--- src/rtl/abepc_pkg.sv ---
`timescale 1ns / 1ps
// ----------------------------------------------------------------------------
// Audio band envelope and phase clock: shared package
// Types, constants and small tables used by the controller and the datapath.
// ----------------------------------------------------------------------------
package abepc_pkg;

   localparam int unsigned NUM_SLICES = 5;
   localparam int unsigned SLICE_W    = 3;
   localparam int unsigned BIN_W      = 4;
   localparam int unsigned BYTE_W     = 8;
   localparam int unsigned DT_W       = 6;
   localparam int unsigned KICK_W     = 10;
   localparam int unsigned PHASE_W    = 16;
   localparam int unsigned MULA_W     = 10;
   localparam int unsigned MULB_W     = 6;
   localparam int unsigned PROD_W     = 16;
   localparam int unsigned MAG_W      = 17;
   localparam int unsigned SH_W       = 5;
   localparam int unsigned WIDE_W     = PROD_W + MAG_W;
   localparam int unsigned CSR_IDX_W  = 2;

   localparam logic [SLICE_W-1:0] LAST_SLICE  = SLICE_W'(NUM_SLICES - 1);
   localparam logic [SLICE_W-1:0] TOP_SLICE_A = SLICE_W'(NUM_SLICES - 2);
   localparam logic [SLICE_W-1:0] TOP_SLICE_B = SLICE_W'(NUM_SLICES - 1);

   localparam logic [BYTE_W-1:0]  DT_MAX      = 8'd60;
   localparam logic [KICK_W:0]    KICK_CAP    = 11'd620;
   localparam logic [PHASE_W-1:0] GIVE_PHASE  = 16'd30;
   localparam int unsigned        PHASE_STEP  = 9000;
   localparam logic [MULA_W-1:0]  SPEED_BIAS  = 10'd2;
   localparam logic [BYTE_W-1:0]  SPEED_RESET = 8'd90;

   localparam logic [CSR_IDX_W-1:0] REG_SPEED       = 2'd0;
   localparam logic [CSR_IDX_W-1:0] REG_BEAT_ENABLE = 2'd1;

   // Exact division of a 16-bit value by a constant: q = (x * M) >> S with
   // S = 16 + ceil(log2(D)) and M = ceil(2^S / D).
   localparam int unsigned DIV_ATTACK    = 160;
   localparam int unsigned DIV_REL_LEVEL = 380;
   localparam int unsigned DIV_REL_LOUD  = 600;
   localparam int unsigned DIV_SHARP     = 250;
   localparam int unsigned DIV_GIVE      = 70;
   localparam int unsigned DIV_THIRD     = 3;
   localparam int unsigned DIV_RATE      = 23;
   localparam int unsigned DIV_FIFTH     = 5;
   localparam int unsigned DIV_DRIFT     = 120;

   localparam int unsigned SH_ATTACK    = 16 + $clog2(DIV_ATTACK);
   localparam int unsigned SH_REL_LEVEL = 16 + $clog2(DIV_REL_LEVEL);
   localparam int unsigned SH_REL_LOUD  = 16 + $clog2(DIV_REL_LOUD);
   localparam int unsigned SH_SHARP     = 16 + $clog2(DIV_SHARP);
   localparam int unsigned SH_GIVE      = 16 + $clog2(DIV_GIVE);
   localparam int unsigned SH_THIRD     = 16 + $clog2(DIV_THIRD);
   localparam int unsigned SH_RATE      = 16 + $clog2(DIV_RATE);
   localparam int unsigned SH_FIFTH     = 16 + $clog2(DIV_FIFTH);
   localparam int unsigned SH_DRIFT     = 16 + $clog2(DIV_DRIFT);

   localparam logic [MAG_W-1:0] M_ATTACK =
      MAG_W'(((64'd1 << SH_ATTACK) + DIV_ATTACK - 1) / DIV_ATTACK);
   localparam logic [MAG_W-1:0] M_REL_LEVEL =
      MAG_W'(((64'd1 << SH_REL_LEVEL) + DIV_REL_LEVEL - 1) / DIV_REL_LEVEL);
   localparam logic [MAG_W-1:0] M_REL_LOUD =
      MAG_W'(((64'd1 << SH_REL_LOUD) + DIV_REL_LOUD - 1) / DIV_REL_LOUD);
   localparam logic [MAG_W-1:0] M_SHARP =
      MAG_W'(((64'd1 << SH_SHARP) + DIV_SHARP - 1) / DIV_SHARP);
   localparam logic [MAG_W-1:0] M_GIVE =
      MAG_W'(((64'd1 << SH_GIVE) + DIV_GIVE - 1) / DIV_GIVE);
   localparam logic [MAG_W-1:0] M_THIRD =
      MAG_W'(((64'd1 << SH_THIRD) + DIV_THIRD - 1) / DIV_THIRD);
   localparam logic [MAG_W-1:0] M_RATE =
      MAG_W'(((64'd1 << SH_RATE) + DIV_RATE - 1) / DIV_RATE);
   localparam logic [MAG_W-1:0] M_FIFTH =
      MAG_W'(((64'd1 << SH_FIFTH) + DIV_FIFTH - 1) / DIV_FIFTH);
   localparam logic [MAG_W-1:0] M_DRIFT =
      MAG_W'(((64'd1 << SH_DRIFT) + DIV_DRIFT - 1) / DIV_DRIFT);

   typedef enum logic [2:0] {
      OP_LEVEL  = 3'd0,
      OP_LOUD   = 3'd1,
      OP_SHARP  = 3'd2,
      OP_GIVE   = 3'd3,
      OP_SPEED3 = 3'd4,
      OP_RATE   = 3'd5,
      OP_PHASE  = 3'd6,
      OP_DRIFT  = 3'd7
   } op_type;

   typedef enum logic [5:0] {
      ST_IDLE = 6'b000001,
      ST_MUL  = 6'b000010,
      ST_DIV  = 6'b000100,
      ST_WB   = 6'b001000,
      ST_LOAD = 6'b010000,
      ST_SEND = 6'b100000
   } state_type;

   typedef struct packed {
      logic               accept;
      logic               capture;
      logic               stage1;
      logic               stage2;
      logic               wb;
      op_type             op;
      logic [SLICE_W-1:0] slice;
      logic               load_out;
      logic               clear_peaks;
   } dp_cmd_type;

   function automatic logic [SLICE_W-1:0] bin_slice(input logic [BIN_W-1:0] idx);
      logic [SLICE_W-1:0] s;
      unique case (idx)
         4'd0, 4'd1:                s = 3'd0;
         4'd2, 4'd3, 4'd4:          s = 3'd1;
         4'd5, 4'd6, 4'd7:          s = 3'd2;
         4'd8, 4'd9, 4'd10, 4'd11:  s = 3'd3;
         default:                   s = 3'd4;
      endcase
      return s;
   endfunction

   function automatic logic [MULB_W-1:0] clock_rate(input logic [SLICE_W-1:0] slice);
      logic [MULB_W-1:0] r;
      unique case (slice)
         3'd0:    r = 6'd5;
         3'd1:    r = 6'd8;
         3'd2:    r = 6'd12;
         3'd3:    r = 6'd17;
         default: r = 6'd23;
      endcase
      return r;
   endfunction

endpackage

--- src/rtl/abepc_ctrl.sv ---
`timescale 1ns / 1ps
// ----------------------------------------------------------------------------
// Audio band envelope and phase clock: controller
// Sequences the frame update through the shared multiply unit and then hands
// out the five slice results.
// ----------------------------------------------------------------------------
module abepc_ctrl
   import abepc_pkg::*;
(
   input  logic       clock,
   input  logic       reset,
   input  logic       req_valid,
   input  logic       req_frame_last,
   output logic       req_ready,
   output logic       rsp_valid,
   input  logic       rsp_ready,
   output dp_cmd_type cmd
);

   state_type          state_ff, state_in;
   op_type             op_ff, op_in;
   logic [SLICE_W-1:0] slice_ff, slice_in;

   always_comb begin
      state_in = state_ff;
      op_in    = op_ff;
      slice_in = slice_ff;
      unique case (state_ff)
         ST_IDLE: begin
            if (req_valid && req_frame_last) begin
               state_in = ST_MUL;
               op_in    = OP_LEVEL;
               slice_in = '0;
            end
         end
         ST_MUL: state_in = ST_DIV;
         ST_DIV: state_in = ST_WB;
         ST_WB: begin
            state_in = ST_MUL;
            unique case (op_ff)
               OP_LEVEL: begin
                  if (slice_ff == LAST_SLICE) begin
                     op_in    = OP_LOUD;
                     slice_in = '0;
                  end else begin
                     slice_in = slice_ff + SLICE_W'(1);
                  end
               end
               OP_LOUD:   op_in = OP_SHARP;
               OP_SHARP:  op_in = OP_GIVE;
               OP_GIVE:   op_in = OP_SPEED3;
               OP_SPEED3: op_in = OP_RATE;
               OP_RATE: begin
                  op_in    = OP_PHASE;
                  slice_in = '0;
               end
               OP_PHASE: begin
                  if (slice_ff == LAST_SLICE) begin
                     op_in    = OP_DRIFT;
                     slice_in = '0;
                  end else begin
                     slice_in = slice_ff + SLICE_W'(1);
                  end
               end
               default: begin
                  state_in = ST_LOAD;
                  slice_in = '0;
               end
            endcase
         end
         ST_LOAD: state_in = ST_SEND;
         ST_SEND: begin
            if (rsp_ready) begin
               if (slice_ff == LAST_SLICE) begin
                  state_in = ST_IDLE;
               end else begin
                  state_in = ST_LOAD;
                  slice_in = slice_ff + SLICE_W'(1);
               end
            end
         end
         default: state_in = ST_IDLE;
      endcase
   end

   always_ff @(posedge clock) begin
      if (reset) begin
         state_ff <= ST_IDLE;
         op_ff    <= OP_LEVEL;
         slice_ff <= '0;
      end else begin
         state_ff <= state_in;
         op_ff    <= op_in;
         slice_ff <= slice_in;
      end
   end

   assign req_ready = (state_ff == ST_IDLE);
   assign rsp_valid = (state_ff == ST_SEND);

   always_comb begin
      cmd.accept      = req_ready && req_valid;
      cmd.capture     = req_ready && req_valid && req_frame_last;
      cmd.stage1      = (state_ff == ST_MUL);
      cmd.stage2      = (state_ff == ST_DIV);
      cmd.wb          = (state_ff == ST_WB);
      cmd.op          = op_ff;
      cmd.slice       = slice_ff;
      cmd.load_out    = (state_ff == ST_LOAD);
      cmd.clear_peaks = (state_ff == ST_WB) && (op_ff == OP_DRIFT);
   end

endmodule

--- src/rtl/abepc_dp.sv ---
`timescale 1ns / 1ps
// ----------------------------------------------------------------------------
// Audio band envelope and phase clock: datapath
// Slice peaks and envelopes, loudness, sharpness, kick, phase clocks and
// palette drift, with one two-stage multiply and reciprocal-divide unit.
// ----------------------------------------------------------------------------
module abepc_dp
   import abepc_pkg::*;
(
   input  logic                 clock,
   input  logic                 reset,
   input  dp_cmd_type           cmd,
   input  logic [BIN_W-1:0]     req_bin_index,
   input  logic [BYTE_W-1:0]    req_bin_value,
   input  logic [BYTE_W-1:0]    req_frame_time,
   input  logic [BYTE_W-1:0]    req_loud_target,
   input  logic [BYTE_W-1:0]    req_beat_strength,
   input  logic                 csr_valid,
   input  logic [CSR_IDX_W-1:0] csr_index,
   input  logic [BYTE_W-1:0]    csr_data,
   output logic [SLICE_W-1:0]   rsp_slice_index,
   output logic [BYTE_W-1:0]    rsp_slice_level,
   output logic [PHASE_W-1:0]   rsp_slice_phase,
   output logic [BYTE_W-1:0]    rsp_loudness,
   output logic [BYTE_W-1:0]    rsp_sharpness,
   output logic [KICK_W-1:0]    rsp_kick_owed,
   output logic [PHASE_W-1:0]   rsp_palette_drift,
   output logic                 rsp_last_of_frame
);

   logic [BYTE_W-1:0]  speed_ff, speed_in;
   logic               beat_en_ff, beat_en_in;
   logic [BYTE_W-1:0]  peak_ff [NUM_SLICES];
   logic [BYTE_W-1:0]  peak_in [NUM_SLICES];
   logic [BYTE_W-1:0]  level_ff [NUM_SLICES];
   logic [BYTE_W-1:0]  level_in [NUM_SLICES];
   logic [PHASE_W-1:0] phase_ff [NUM_SLICES];
   logic [PHASE_W-1:0] phase_in [NUM_SLICES];
   logic [BYTE_W-1:0]  loud_ff, loud_in;
   logic [BYTE_W-1:0]  sharp_ff, sharp_in;
   logic [KICK_W-1:0]  kick_ff, kick_in;
   logic [PHASE_W-1:0] drift_ff, drift_in;

   logic [DT_W-1:0]    dt_ff, dt_in;
   logic [BYTE_W-1:0]  tgt_ff, tgt_in;
   logic [6:0]         s3_ff, s3_in;
   logic [BYTE_W-1:0]  r_ff, r_in;
   logic [PROD_W-1:0]  p_ff, p_in;
   logic [MAG_W-1:0]   m_ff, m_in;
   logic [SH_W-1:0]    s_ff, s_in;
   logic [WIDE_W-1:0]  wide_ff, wide_in;
   logic [SH_W-1:0]    sh_ff, sh_in;

   logic [SLICE_W-1:0] sl_out_ff, sl_out_in;
   logic [BYTE_W-1:0]  lvl_out_ff, lvl_out_in;
   logic [PHASE_W-1:0] ph_out_ff, ph_out_in;
   logic [BYTE_W-1:0]  loud_out_ff, loud_out_in;
   logic [BYTE_W-1:0]  sharp_out_ff, sharp_out_in;
   logic [KICK_W-1:0]  kick_out_ff, kick_out_in;
   logic [PHASE_W-1:0] drift_out_ff, drift_out_in;
   logic               last_out_ff, last_out_in;

   logic [BYTE_W:0]    top_sum;
   logic [BYTE_W-1:0]  cur, aim, diff;
   logic               up;
   logic [MULA_W-1:0]  mul_a;
   logic [MULB_W-1:0]  mul_b;
   logic [MAG_W-1:0]   mag;
   logic [SH_W-1:0]    shf;
   logic [WIDE_W-1:0]  q_wide;
   logic [PHASE_W-1:0] q;
   logic [PHASE_W:0]   env_sum;
   logic [BYTE_W-1:0]  env_nv;
   logic [PHASE_W-1:0] q_nz;
   logic [KICK_W-1:0]  give;
   logic [KICK_W:0]    kick_sum;
   logic [SLICE_W-1:0] bs;

   // Operand selection for the shared unit.
   always_comb begin
      top_sum = {1'b0, level_ff[TOP_SLICE_A]} + {1'b0, level_ff[TOP_SLICE_B]};
      unique case (cmd.op)
         OP_LEVEL: begin
            cur = level_ff[cmd.slice];
            aim = peak_ff[cmd.slice];
         end
         OP_LOUD: begin
            cur = loud_ff;
            aim = tgt_ff;
         end
         default: begin
            cur = sharp_ff;
            aim = top_sum[BYTE_W:1];
         end
      endcase
      up   = (aim > cur);
      diff = up ? (aim - cur) : (cur - aim);

      unique case (cmd.op)
         OP_LEVEL: begin
            mul_a = {2'b0, diff};
            mul_b = dt_ff;
            mag   = up ? M_ATTACK : M_REL_LEVEL;
            shf   = up ? SH_W'(SH_ATTACK) : SH_W'(SH_REL_LEVEL);
         end
         OP_LOUD: begin
            mul_a = {2'b0, diff};
            mul_b = dt_ff;
            mag   = up ? M_ATTACK : M_REL_LOUD;
            shf   = up ? SH_W'(SH_ATTACK) : SH_W'(SH_REL_LOUD);
         end
         OP_SHARP: begin
            mul_a = {2'b0, diff};
            mul_b = dt_ff;
            mag   = M_SHARP;
            shf   = SH_W'(SH_SHARP);
         end
         OP_GIVE: begin
            mul_a = kick_ff;
            mul_b = dt_ff;
            mag   = M_GIVE;
            shf   = SH_W'(SH_GIVE);
         end
         OP_SPEED3: begin
            mul_a = {2'b0, speed_ff};
            mul_b = MULB_W'(1);
            mag   = M_THIRD;
            shf   = SH_W'(SH_THIRD);
         end
         OP_RATE: begin
            mul_a = SPEED_BIAS + {3'b0, s3_ff};
            mul_b = dt_ff;
            mag   = M_RATE;
            shf   = SH_W'(SH_RATE);
         end
         OP_PHASE: begin
            mul_a = {2'b0, r_ff};
            mul_b = clock_rate(cmd.slice);
            mag   = M_FIFTH;
            shf   = SH_W'(SH_FIFTH);
         end
         default: begin
            mul_a = {2'b0, speed_ff};
            mul_b = dt_ff;
            mag   = M_DRIFT;
            shf   = SH_W'(SH_DRIFT);
         end
      endcase
   end

   // Write-back values.
   always_comb begin
      q_wide   = wide_ff >> sh_ff;
      q        = q_wide[PHASE_W-1:0];
      env_sum  = {9'b0, cur} + {1'b0, q};
      env_nv   = up ? ((env_sum > 17'd255) ? 8'hFF : env_sum[BYTE_W-1:0])
                    : (cur - q[BYTE_W-1:0]);
      q_nz     = (q == '0) ? 16'd1 : q;
      give     = (q_nz > {6'b0, kick_ff}) ? kick_ff : q_nz[KICK_W-1:0];
      kick_sum = {1'b0, kick_ff} + {3'b0, req_beat_strength};
      bs       = bin_slice(req_bin_index);
   end

   always_comb begin
      speed_in   = speed_ff;
      beat_en_in = beat_en_ff;
      peak_in    = peak_ff;
      level_in   = level_ff;
      phase_in   = phase_ff;
      loud_in    = loud_ff;
      sharp_in   = sharp_ff;
      kick_in    = kick_ff;
      drift_in   = drift_ff;

      if (csr_valid) begin
         if (csr_index == REG_SPEED) begin
            speed_in = csr_data;
         end else if (csr_index == REG_BEAT_ENABLE) begin
            beat_en_in = csr_data[0];
         end
      end

      if (cmd.accept && (req_bin_value > peak_ff[bs])) begin
         peak_in[bs] = req_bin_value;
      end
      if (cmd.clear_peaks) begin
         for (int i = 0; i < NUM_SLICES; i++) begin
            peak_in[i] = '0;
         end
      end

      if (cmd.capture && beat_en_ff && (req_beat_strength != '0)) begin
         kick_in = (kick_sum > KICK_CAP) ? KICK_CAP[KICK_W-1:0] : kick_sum[KICK_W-1:0];
      end

      if (cmd.wb) begin
         unique case (cmd.op)
            OP_LEVEL: level_in[cmd.slice] = env_nv;
            OP_LOUD:  loud_in = env_nv;
            OP_SHARP: sharp_in = env_nv;
            OP_GIVE: begin
               if (kick_ff != '0) begin
                  phase_in[0] = phase_ff[0] + PHASE_W'({6'b0, give} * GIVE_PHASE);
                  kick_in     = kick_ff - give;
               end
            end
            OP_PHASE: phase_in[cmd.slice] = phase_ff[cmd.slice] + q;
            OP_DRIFT: drift_in = drift_ff + q;
            default: begin
            end
         endcase
      end
   end

   always_comb begin
      dt_in   = dt_ff;
      tgt_in  = tgt_ff;
      s3_in   = s3_ff;
      r_in    = r_ff;
      p_in    = p_ff;
      m_in    = m_ff;
      s_in    = s_ff;
      wide_in = wide_ff;
      sh_in   = sh_ff;
      if (cmd.capture) begin
         dt_in  = (req_frame_time > DT_MAX) ? DT_MAX[DT_W-1:0] : req_frame_time[DT_W-1:0];
         tgt_in = req_loud_target;
      end
      if (cmd.stage1) begin
         p_in = {6'b0, mul_a} * {10'b0, mul_b};
         m_in = mag;
         s_in = shf;
      end
      if (cmd.stage2) begin
         wide_in = {{MAG_W{1'b0}}, p_ff} * {{PROD_W{1'b0}}, m_ff};
         sh_in   = s_ff;
      end
      if (cmd.wb && (cmd.op == OP_SPEED3)) begin
         s3_in = q[6:0];
      end
      if (cmd.wb && (cmd.op == OP_RATE)) begin
         r_in = q[BYTE_W-1:0];
      end
   end

   always_comb begin
      sl_out_in    = sl_out_ff;
      lvl_out_in   = lvl_out_ff;
      ph_out_in    = ph_out_ff;
      loud_out_in  = loud_out_ff;
      sharp_out_in = sharp_out_ff;
      kick_out_in  = kick_out_ff;
      drift_out_in = drift_out_ff;
      last_out_in  = last_out_ff;
      if (cmd.load_out) begin
         sl_out_in    = cmd.slice;
         lvl_out_in   = level_ff[cmd.slice];
         ph_out_in    = phase_ff[cmd.slice];
         loud_out_in  = loud_ff;
         sharp_out_in = sharp_ff;
         kick_out_in  = kick_ff;
         drift_out_in = drift_ff;
         last_out_in  = (cmd.slice == LAST_SLICE);
      end
   end

   always_ff @(posedge clock) begin
      if (reset) begin
         speed_ff   <= SPEED_RESET;
         beat_en_ff <= 1'b1;
         for (int i = 0; i < NUM_SLICES; i++) begin
            peak_ff[i]  <= '0;
            level_ff[i] <= '0;
            phase_ff[i] <= PHASE_W'(i * PHASE_STEP);
         end
         loud_ff  <= '0;
         sharp_ff <= '0;
         kick_ff  <= '0;
         drift_ff <= '0;
      end else begin
         speed_ff   <= speed_in;
         beat_en_ff <= beat_en_in;
         peak_ff    <= peak_in;
         level_ff   <= level_in;
         phase_ff   <= phase_in;
         loud_ff    <= loud_in;
         sharp_ff   <= sharp_in;
         kick_ff    <= kick_in;
         drift_ff   <= drift_in;
      end
   end

   always_ff @(posedge clock) begin
      dt_ff        <= dt_in;
      tgt_ff       <= tgt_in;
      s3_ff        <= s3_in;
      r_ff         <= r_in;
      p_ff         <= p_in;
      m_ff         <= m_in;
      s_ff         <= s_in;
      wide_ff      <= wide_in;
      sh_ff        <= sh_in;
      sl_out_ff    <= sl_out_in;
      lvl_out_ff   <= lvl_out_in;
      ph_out_ff    <= ph_out_in;
      loud_out_ff  <= loud_out_in;
      sharp_out_ff <= sharp_out_in;
      kick_out_ff  <= kick_out_in;
      drift_out_ff <= drift_out_in;
      last_out_ff  <= last_out_in;
   end

   assign rsp_slice_index   = sl_out_ff;
   assign rsp_slice_level   = lvl_out_ff;
   assign rsp_slice_phase   = ph_out_ff;
   assign rsp_loudness      = loud_out_ff;
   assign rsp_sharpness     = sharp_out_ff;
   assign rsp_kick_owed     = kick_out_ff;
   assign rsp_palette_drift = drift_out_ff;
   assign rsp_last_of_frame = last_out_ff;

endmodule

--- src/rtl/audio_band_envelope_and_phase_clock_core.sv ---
`timescale 1ns / 1ps
// ----------------------------------------------------------------------------
// Audio band envelope and phase clock: top level
// Collects FFT bins into five slice peaks and, on the closing bin of each
// frame, updates envelopes, loudness, sharpness, kick, phase clocks and drift.
// ----------------------------------------------------------------------------
// A bin request that does not close its frame is taken while idle; the
// closing one starts a frame update of sixteen steps (five slice envelopes,
// loudness, sharpness, kick payment, two speed terms, five phase clocks and
// the drift), each through the single multiply and reciprocal-divide unit
// in states MUL, DIV and WB. The five results follow, each via LOAD and SEND
// plus any wait on rsp_ready, and the next request is taken once the fifth
// result has gone out. Configuration writes are taken in any cycle.
module audio_band_envelope_and_phase_clock_core
   import abepc_pkg::*;
(
   input  logic                 clock,
   input  logic                 reset,
   input  logic                 req_valid,
   output logic                 req_ready,
   input  logic [BIN_W-1:0]     req_bin_index,
   input  logic [BYTE_W-1:0]    req_bin_value,
   input  logic                 req_frame_last,
   input  logic [BYTE_W-1:0]    req_frame_time,
   input  logic [BYTE_W-1:0]    req_loud_target,
   input  logic [BYTE_W-1:0]    req_beat_strength,
   output logic                 rsp_valid,
   input  logic                 rsp_ready,
   output logic [SLICE_W-1:0]   rsp_slice_index,
   output logic [BYTE_W-1:0]    rsp_slice_level,
   output logic [PHASE_W-1:0]   rsp_slice_phase,
   output logic [BYTE_W-1:0]    rsp_loudness,
   output logic [BYTE_W-1:0]    rsp_sharpness,
   output logic [KICK_W-1:0]    rsp_kick_owed,
   output logic [PHASE_W-1:0]   rsp_palette_drift,
   output logic                 rsp_last_of_frame,
   input  logic                 csr_valid,
   output logic                 csr_ready,
   input  logic [CSR_IDX_W-1:0] csr_index,
   input  logic [BYTE_W-1:0]    csr_data
);

   dp_cmd_type cmd;

   assign csr_ready = 1'b1;

   abepc_ctrl u_ctrl (
      .clock          (clock),
      .reset          (reset),
      .req_valid      (req_valid),
      .req_frame_last (req_frame_last),
      .req_ready      (req_ready),
      .rsp_valid      (rsp_valid),
      .rsp_ready      (rsp_ready),
      .cmd            (cmd)
   );

   abepc_dp u_dp (
      .clock             (clock),
      .reset             (reset),
      .cmd               (cmd),
      .req_bin_index     (req_bin_index),
      .req_bin_value     (req_bin_value),
      .req_frame_time    (req_frame_time),
      .req_loud_target   (req_loud_target),
      .req_beat_strength (req_beat_strength),
      .csr_valid         (csr_valid),
      .csr_index         (csr_index),
      .csr_data          (csr_data),
      .rsp_slice_index   (rsp_slice_index),
      .rsp_slice_level   (rsp_slice_level),
      .rsp_slice_phase   (rsp_slice_phase),
      .rsp_loudness      (rsp_loudness),
      .rsp_sharpness     (rsp_sharpness),
      .rsp_kick_owed     (rsp_kick_owed),
      .rsp_palette_drift (rsp_palette_drift),
      .rsp_last_of_frame (rsp_last_of_frame)
   );

endmodule

--- config.mk ---
export PLATFORM = sky130hd
export DESIGN_NAME = audio_band_envelope_and_phase_clock_core
export DESIGN_NICKNAME = d
export VERILOG_FILES = /design/src/rtl/abepc_pkg.sv /design/src/rtl/abepc_ctrl.sv /design/src/rtl/abepc_dp.sv /design/src/rtl/audio_band_envelope_and_phase_clock_core.sv
export SDC_FILE = /design/constraint.sdc
export NUM_CORES = 2
export LEC_CHECK = 0
export ABC_AREA = 1
export BUFFER_PORTS_ARGS = -buffer_cell sky130_fd_sc_hd__buf_2
export CAP_MARGIN = 15
export CORE_MARGIN = 1
export CORE_UTILIZATION = 68
export CTS_BUF_LIST = sky130_fd_sc_hd__clkbuf_8
export DETAILED_ROUTE_END_ITERATION = 8
export PLACE_DENSITY_LB_ADDON = 0.12
export SYNTH_ARGS = -nofsm -noshare
export SYNTH_HDL_FRONTEND = slang
export SYNTH_SLANG_ARGS = --single-unit
--- constraint.sdc ---
create_clock -name clock -period 18.3 [get_ports clock]
set_input_delay 0 -clock clock [delete_from_list [all_inputs] [get_ports clock]]
set_output_delay 0 -clock clock [all_outputs]
set_load 0.02 [all_outputs]
### Word-level counts from Yosys, hierarchy flattened

Memory sizes are Yosys's and may differ from the RTL's.
Cells that the tools add are included.

| storage, ports and cells | value |
|---|---|
| memories | 1 |
| output and inout bits | 73 |
| word-level logic and storage cells | 192 |
| bits of input ports | 52 |
| memory bits (read-only) | 48 |
| register bits after elaboration | 398 |

| cells by class | value |
|---|---|
| magnitude comparators | 10 |
| reductions and logical operators | 36 |
| bitwise logic cells | 3 |
| shift operators | 1 |
| equality and inequality tests | 26 |
| muxes and demuxes | 59 |
| multipliers | 3 |
| add/subtract/negate cells | 12 |

Memory list:

| memory | words | bits a word | read ports | clocked after memory_dff | write ports | RTL line | RTL |
|---|---|---|---|---|---|---|---|
| (name not given) | 16 | 3 | 1 | 0 | 0 | abepc_pkg.sv:112 | `unique case (idx)` |

Operators with widths:

| operator | count |
|---|---|
| 17-bit case mux with 7 select lines | 1 |
| 16-bit 2-to-1 mux | 6 |
| 8-bit 2-to-1 mux | 11 |
| 40-bit bitwise mux | 2 |
| 80-bit bitwise mux | 1 |
| 8-bit binary-select mux with 3-bit select | 3 |
| 10-bit 2-to-1 mux | 6 |
| 16-bit binary-select mux with 3-bit select | 1 |
| 16-bit demux with 3-bit select | 1 |
| 8-bit demux with 3-bit select | 2 |
| 10-bit case mux with 4 select lines | 1 |
| 6-bit case mux with 6 select lines | 1 |
| 16-bit by 17-bit multiplier with 33-bit output | 1 |
| 33-bit by 5-bit right shift with 16-bit output | 1 |
| 16-bit adder | 2 |
| 16-bit case mux with 2 select lines | 1 |
| 8-bit case mux with 2 select lines | 2 |
| 5-bit case mux with 6 select lines | 1 |
| 8-bit subtractor | 3 |
| 3-bit case mux with 7 select lines | 1 |
| 5-bit case mux with 4 select lines | 1 |
| 3-bit 2-to-1 mux | 6 |
| 8-bit by 16-bit adder with 17-bit output | 1 |
| 17-bit by 8-bit greater-than comparator with 1-bit output, second input constant | 1 |
| other kinds (53) | 93 |

### Longest topological paths before layout

| logic depth | value |
|---|---|
| word-level depth | 10 |
| depth in mapped cells | 54 |
| depth with buffers taken out | 52 |

### By module

Synthesis repeated with hierarchy kept, for this count alone.

| second synthesis, totals | value |
|---|---|
| cell total of the unflattened synthesis | 4304 |
| area total of the unflattened synthesis | 33352.0 µm² |

Modules (own cells, without submodules):

| module | instances | cells an instance | sequential area each (µm²) | area each (µm²) |
|---|---|---|---|---|
| abepc_dp | 1 | 4171 | 8908.5 | 32476.1 |
| abepc_ctrl | 1 | 131 | 240.2 | 864.6 |
| audio_band_envelope_and_phase_clock_core | 1 | 2 | 0.0 | 11.3 |

### Worst setup path after synthesis

OpenSTA, ideal clock, no wires.

| timing | value |
|---|---|
| path type | flip-flop to flip-flop |
| start | register u_dp.sh_ff[0] |
| end | register u_dp.phase_ff[78] in the netlist's numbering |
| clock period less this slack | 7.255 ns |
| data required time | 18.242 ns |
| cell stages (with the launch flop) | 52 |
| buffers on the path | 3 |
| setup time | 0.058 ns |
| arrival | 7.197 ns |
| slack | 11.045 ns |
| cells stage by stage | edfxtp_1 buf_6 buf_6 or2_1 o21ai_0 nand2_1 nand3_1 nand3_1 o21ai_2 inv_1 nor4_1 nand3_1 nand2_1 inv_1 ha_1 inv_1 nand2_1 nand2_1 (+16 left out) a211oi_1 o21ai_0 a21oi_1 o21ai_0 xnor2_1 inv_1 ha_1 inv_1 nor3_1 nand3_1 nand4_1 nand2_1 nand2_1 a21oi_1 xor2_1 o21bai_1 o211ai_1 inv_1 |

| on the way | value |
|---|---|
| longest elaborated chain between the ends | 9 |
| elaborated cells on any way between the ends | 11 |
| those cells by class | add/sub: 2; mul: 1; order compare: 1; shift: 1; mux: 5; reduce/logical: 1 |

RTL lines:

| element | RTL line | RTL |
|---|---|---|
| start, declared | abepc_dp.sv:52 | `logic [SH_W-1:0] sh_ff, sh_in;` |
| start signal, assigned | abepc_dp.sv:302 | `sh_ff <= sh_in;` |
| 33-bit by 5-bit right shift with 16-bit output * | abepc_dp.sv:153 | `q_wide = wide_ff >> sh_ff;` |
| via u_dp.q_wide[1] | abepc_dp.sv:70 | `logic [WIDE_W-1:0] q_wide;` |
| 16-bit logical NOT | abepc_dp.sv:158 | `q_nz = (q == '0) ? 16'd1 : q;` |
| 16-bit 2-to-1 mux | abepc_dp.sv:158 |  |
| 16-bit by 10-bit greater-than comparator with 1-bit output | abepc_dp.sv:159 | `give = (q_nz > {6'b0, kick_ff}) ? kick_ff : q_nz[KICK_W-1:0];` |
| 10-bit 2-to-1 mux | abepc_dp.sv:159 |  |
| 10-bit by 4-bit multiplier with 14-bit output | abepc_dp.sv:203 | `phase_in[0] = phase_ff[0] + PHASE_W'({6'b0, give} * GIVE_PHASE);` |
| 16-bit by 15-bit adder with 16-bit output | abepc_dp.sv:203 |  |
| 16-bit 2-to-1 mux | abepc_dp.sv:202 | `if (kick_ff != '0) begin` |
| 16-bit case mux with 2 select lines * | abepc_dp.sv:197 | `unique case (cmd.op)` |
| end signal, assigned by index | abepc_dp.sv:274 | `phase_ff[i] <= PHASE_W'(i * PHASE_STEP);` |
| end signal, assigned | abepc_dp.sv:285 | `phase_ff <= phase_in;` |
| end, declared | abepc_dp.sv:37 | `logic [PHASE_W-1:0] phase_ff [NUM_SLICES];` |

The timed path passes the listed nets; every way through them passes the cells marked *. The select of a mux whose other input is x is not followed.
A chain may end at the register's enable or synchronous reset.

### Final worst setup path

| timing | value |
|---|---|
| start | register u_ctrl.op_ff[1] |
| end | register u_dp.p_ff[14], data pin |

| on the way | value |
|---|---|
| longest elaborated chain between the ends | 6 |
| elaborated cells on any way between the ends | 17 |
| those cells by class | add/sub: 2; mul: 1; order compare: 1; eq/ne: 6; mux: 5; reduce/logical: 2 |

RTL lines:

| element | RTL line | RTL |
|---|---|---|
| start, declared | abepc_ctrl.sv:21 | `op_type op_ff, op_in;` |
| start signal, assigned | abepc_ctrl.sv:93 | `op_ff <= op_in;` |
| 3-bit by 1-bit == test with 1-bit output or 3-bit logical NOT (tied branches) | abepc_dp.sv:82, abepc_dp.sv:99 |  |
| 8-bit case mux with 2 select lines | abepc_dp.sv:82 | `unique case (cmd.op)` |
| 8-bit subtractor or 8-bit greater-than comparator (tied branches) | abepc_dp.sv:97, abepc_dp.sv:96 |  |
| 8-bit 2-to-1 mux | abepc_dp.sv:97 | `diff = up ? (aim - cur) : (cur - aim);` |
| 10-bit case mux with 4 select lines | abepc_dp.sv:99 | `unique case (cmd.op)` |
| 10-bit by 6-bit multiplier with 16-bit output * | abepc_dp.sv:230 | `p_in = {6'b0, mul_a} * {10'b0, mul_b};` |
| end signal, assigned | abepc_dp.sv:298 | `p_ff <= p_in;` |
| end, declared | abepc_dp.sv:48 | `logic [PROD_W-1:0] p_ff, p_in;` |

Mark *: on every way between the ends. The rest lies on a longest branch, timed or not.

==> impl_metrics.json <==
{
  "top_layer": "met5",
  "gp_congestion": 0.996,
  "wl_per_cell_um": 19.1,
  "path_clk_slew_ns": 0.06,
  "critPathKind": "reg -> reg",
  "slew_violations": 0,
  "setup_tns_ns": 0,
  "wl_met2_um": 43300,
  "synth_edf_count": 156,
  "grt_pass1_wl_um": 151000,
  "dr.pass1.iters": 7,
  "ctsLongestPathBuffers": 3,
  "ys_ff_latch": 379,
  "synth-seq-area-share_pct": 27.8,
  "end_kind": "flip-flop",
  "tightest_slew_ns": 1.19,
  "setup_viol_count_final": 0,
  "critPathTopFamily": "adder cells",
  "multiInputGateArea_mm2": 0.0199,
  "area_growth_pct": 8.54,
  "row_count": 80,
  "ys_top_cells_by_area": "fa_1 (16%), edfxtp_1 (14%), dfxtp_1 (14%)",
  "antenna_found_initial": 4,
  "hold_slack_ns": -0.0353,
  "drtAntennaViolNets": 0,
  "drc_errors": 0,
  "gr-total-overflow": 0,
  "required_ns": 18.69,
  "route.met3.wl_um": 9710,
  "portBuffers": 123,
  "violations": "negative hold slack",
  "synthDistinctLibCells": 60,
  "finalHoldViolCount": 2,
  "tritoncts": "built",
  "cts_resized": 0,
  "synth_nets": 4797,
  "period_needed_ns": 9.48,
  "max_stage_delay_ns": 0.72,
  "grt_max_degree": 70,
  "first_iter_violations": 2987,
  "dieArea_mm2": 0.0494,
  "grt_usage_pct": 39.0,
  "vias_per_cell": 5.88,
  "critPathBufInv": 6,
  "cpMaxStageDelayCell": "nor2_1",
  "die_h_um": 222,
  "synth_area_leader_cell": "fa_1",
  "yosys_warnings": 0,
  "skew_ns": 0.0360,
  "critPathLaunchType": "flip-flop",
  "ys_async_sr_fraction_pct": 0,
  "drive_gt1_share_pct": 7.01,
  "synth_top_cell_area_share_pct": 16.0,
  "cp_data_arrival_time_ns": 9.88,
  "ys.flop_type": "dfxtp_1",
  "period_share_pct": 51.8,
  "max_cap_violations": 0,
  "netlist_area_mm2": 0.0330,
  "ios": 125,
  "design.core.area_mm2": 0.0477,
  "synth_cells": 4206,
  "cp-startpoint": "u_ctrl.op_ff[1]",
  "regToRegStartpoint": "u_ctrl.op_ff[1]",
  "cts-buffers-inserted": 66,
  "rsz0062_at_grt": "no",
  "fin_nets": 4906,
  "fmax_mhz": 105,
  "syn_avg_cell_area_um2": 7.84,
  "slew_headroom_pct": 20.3,
  "cts-root-buf": "clkbuf_8",
  "clock_sinks": 379,
  "hp-start": "csr_index[0]",
  "grt_pass1_vias": 28500,
  "vias": 29300,
  "die_w_um": 222,
  "seqCellArea_mm2": 0.00915,
  "critPathMaxFanout": 24,
  "start_util_pct": 69.0,
  "htreeDepth": 3,
  "m1WireLength_um": 37800,
  "n_fill_cell": 3723,
  "wl_um": 95100,
  "outcome": "complete, but fails checks",
  "hp-class": "in -> reg",
  "dp_hpwl_um": 71100,
  "clk_latency_ns": 0.67,
  "crit_top_cell": "nand2_1"
}
[final timing paths]
kind,endpoint,slack [ns],cells after the start
setup / recovery,u_dp.p_ff[14],8.82,35
hold / removal,u_dp.speed_ff[5],-0.04,5
setup reg to reg,u_dp.p_ff[14],8.82,35
hold reg to reg,u_dp.rsp_loudness[2],0.43,0
[area by class of cell]
| class | instances | area share [%] |
|---|---|---|
| clock buffer | 77 | 2.96 |
| multi-input combinational | 2807 | 55.7 |
| timing repair buffer | 204 | 3.81 |
| inverter | 857 | 9.00 |
| tap | 615 | 2.15 |
| sequential | 379 | 25.6 |
| clock inverter | 44 | 0.825 |
| antenna | 3 | 0.0210 |
[repair_timing]
action                    CTS  global route
buffers inserted            0             0
hold endpoints to repair   87             0
hold buffers               53             0
[kinds of logic (layout without fill, tap and decap cells)]
| logic type | Yosys count | after routing | synth area share [%] |
|---|---|---|---|
| simple gates | 1365 | 1365 | 17.4 |
| flops | 379 | 379 | 27.8 |
| compound gates | 811 | 811 | 14.0 |
| buf+inv | 1020 | 1182 | 11.9 |
| other cells | 1 | 4 | 0.0114 |
| fa+ha+maj | 539 | 539 | 26.5 |
| xor+xnor | 91 | 91 | 2.42 |
[state kept, by name (all words and copies together) (netlist names), 10 cells and up]
name / cells
u_dp.m_ff: 16
u_dp.p_ff: 16
u_dp.drift_ff: 16
u_dp.kick_ff: 10
u_dp.peak_ff: 40
u_dp.rsp_slice_phase: 16
u_dp.rsp_palette_drift: 16
u_dp.rsp_kick_owed: 10
u_dp.wide_ff: 17
u_dp.phase_ff: 80
u_dp.level_ff: 40
[metrics by stage]
stage                     worst slack [ns]  cell area (um^2)  utilization [%]  std cells
after global routing                  7.89             35800             74.9       4985
after global placement                9.30             33900             70.9       4808
after CTS                             8.92             35800             74.9       4982
final                                 8.82             35800             74.9       4986
after detailed placement              8.96             33900             70.9       4808
after floorplan                      11.04             33000                -       4206
[cells in the mapped netlist (10+ instances only)]
cell	count
o221ai_1	25
o211ai_1	37
fa_1	264
xnor2_1	22
nand2_1	818
nand4_1	27
nor2_1	208
ha_1	275
nor4_1	14
inv_1	839
clkbuf_1	131
xor2_1	69
buf_2	10
o21bai_1	12
o21ai_1	20
inv_2	11
a21oi_1	333
or2_2	15
dfxtp_1	223
nand3_1	228
o21ai_0	252
o22ai_1	14
edfxtp_1	156
a221oi_1	16
a31oi_1	18
nor3_1	21
buf_1	12
o21a_1	31
[per-layer routing]
layer,up-vias,GRT usage [%]
met5,-,0
met4,2,17.5
met3,267,7.71
met2,1536,62.3
met1,13800,51.4
li1,13700,-
[placed cells by master (no fill, tap or decap), drive strengths merged, types with 5 or more instances in the layout]
cell type and n:
xnor2 22, a31oi 18, o21ai 276, nor2 213, fa 264, ha 275
dfxtp 223, nand4 28, buf 150, o21bai 12, o31ai 5, clkbuf 78
nand3 234, nor3 23, edfxtp 156, inv 882, xor2 69, o221ai 25
a21oi 333, a21o 7, o21a 31, nand2 825, a22oi 9, clkinv 16
or2 16, a211oi 8, o2111ai 5, nor4 16, dlygate4sd3 53, o211ai 37
nand3b 5, o22ai 14, a221oi 16
[worst register-to-register path, delay by kind of cell (launching register included)]
kind	cells	cell delay, ns
fa+ha+maj	6	2.62
xor+xnor	2	0.30
flops	1	0.38
buf+inv	6	1.50
simple gates	13	2.39
compound gates	8	2.07
Power is left out: the tool's default activity adds up to more than one toggle a clock period on the data nets, which glitch-free logic cannot reach.
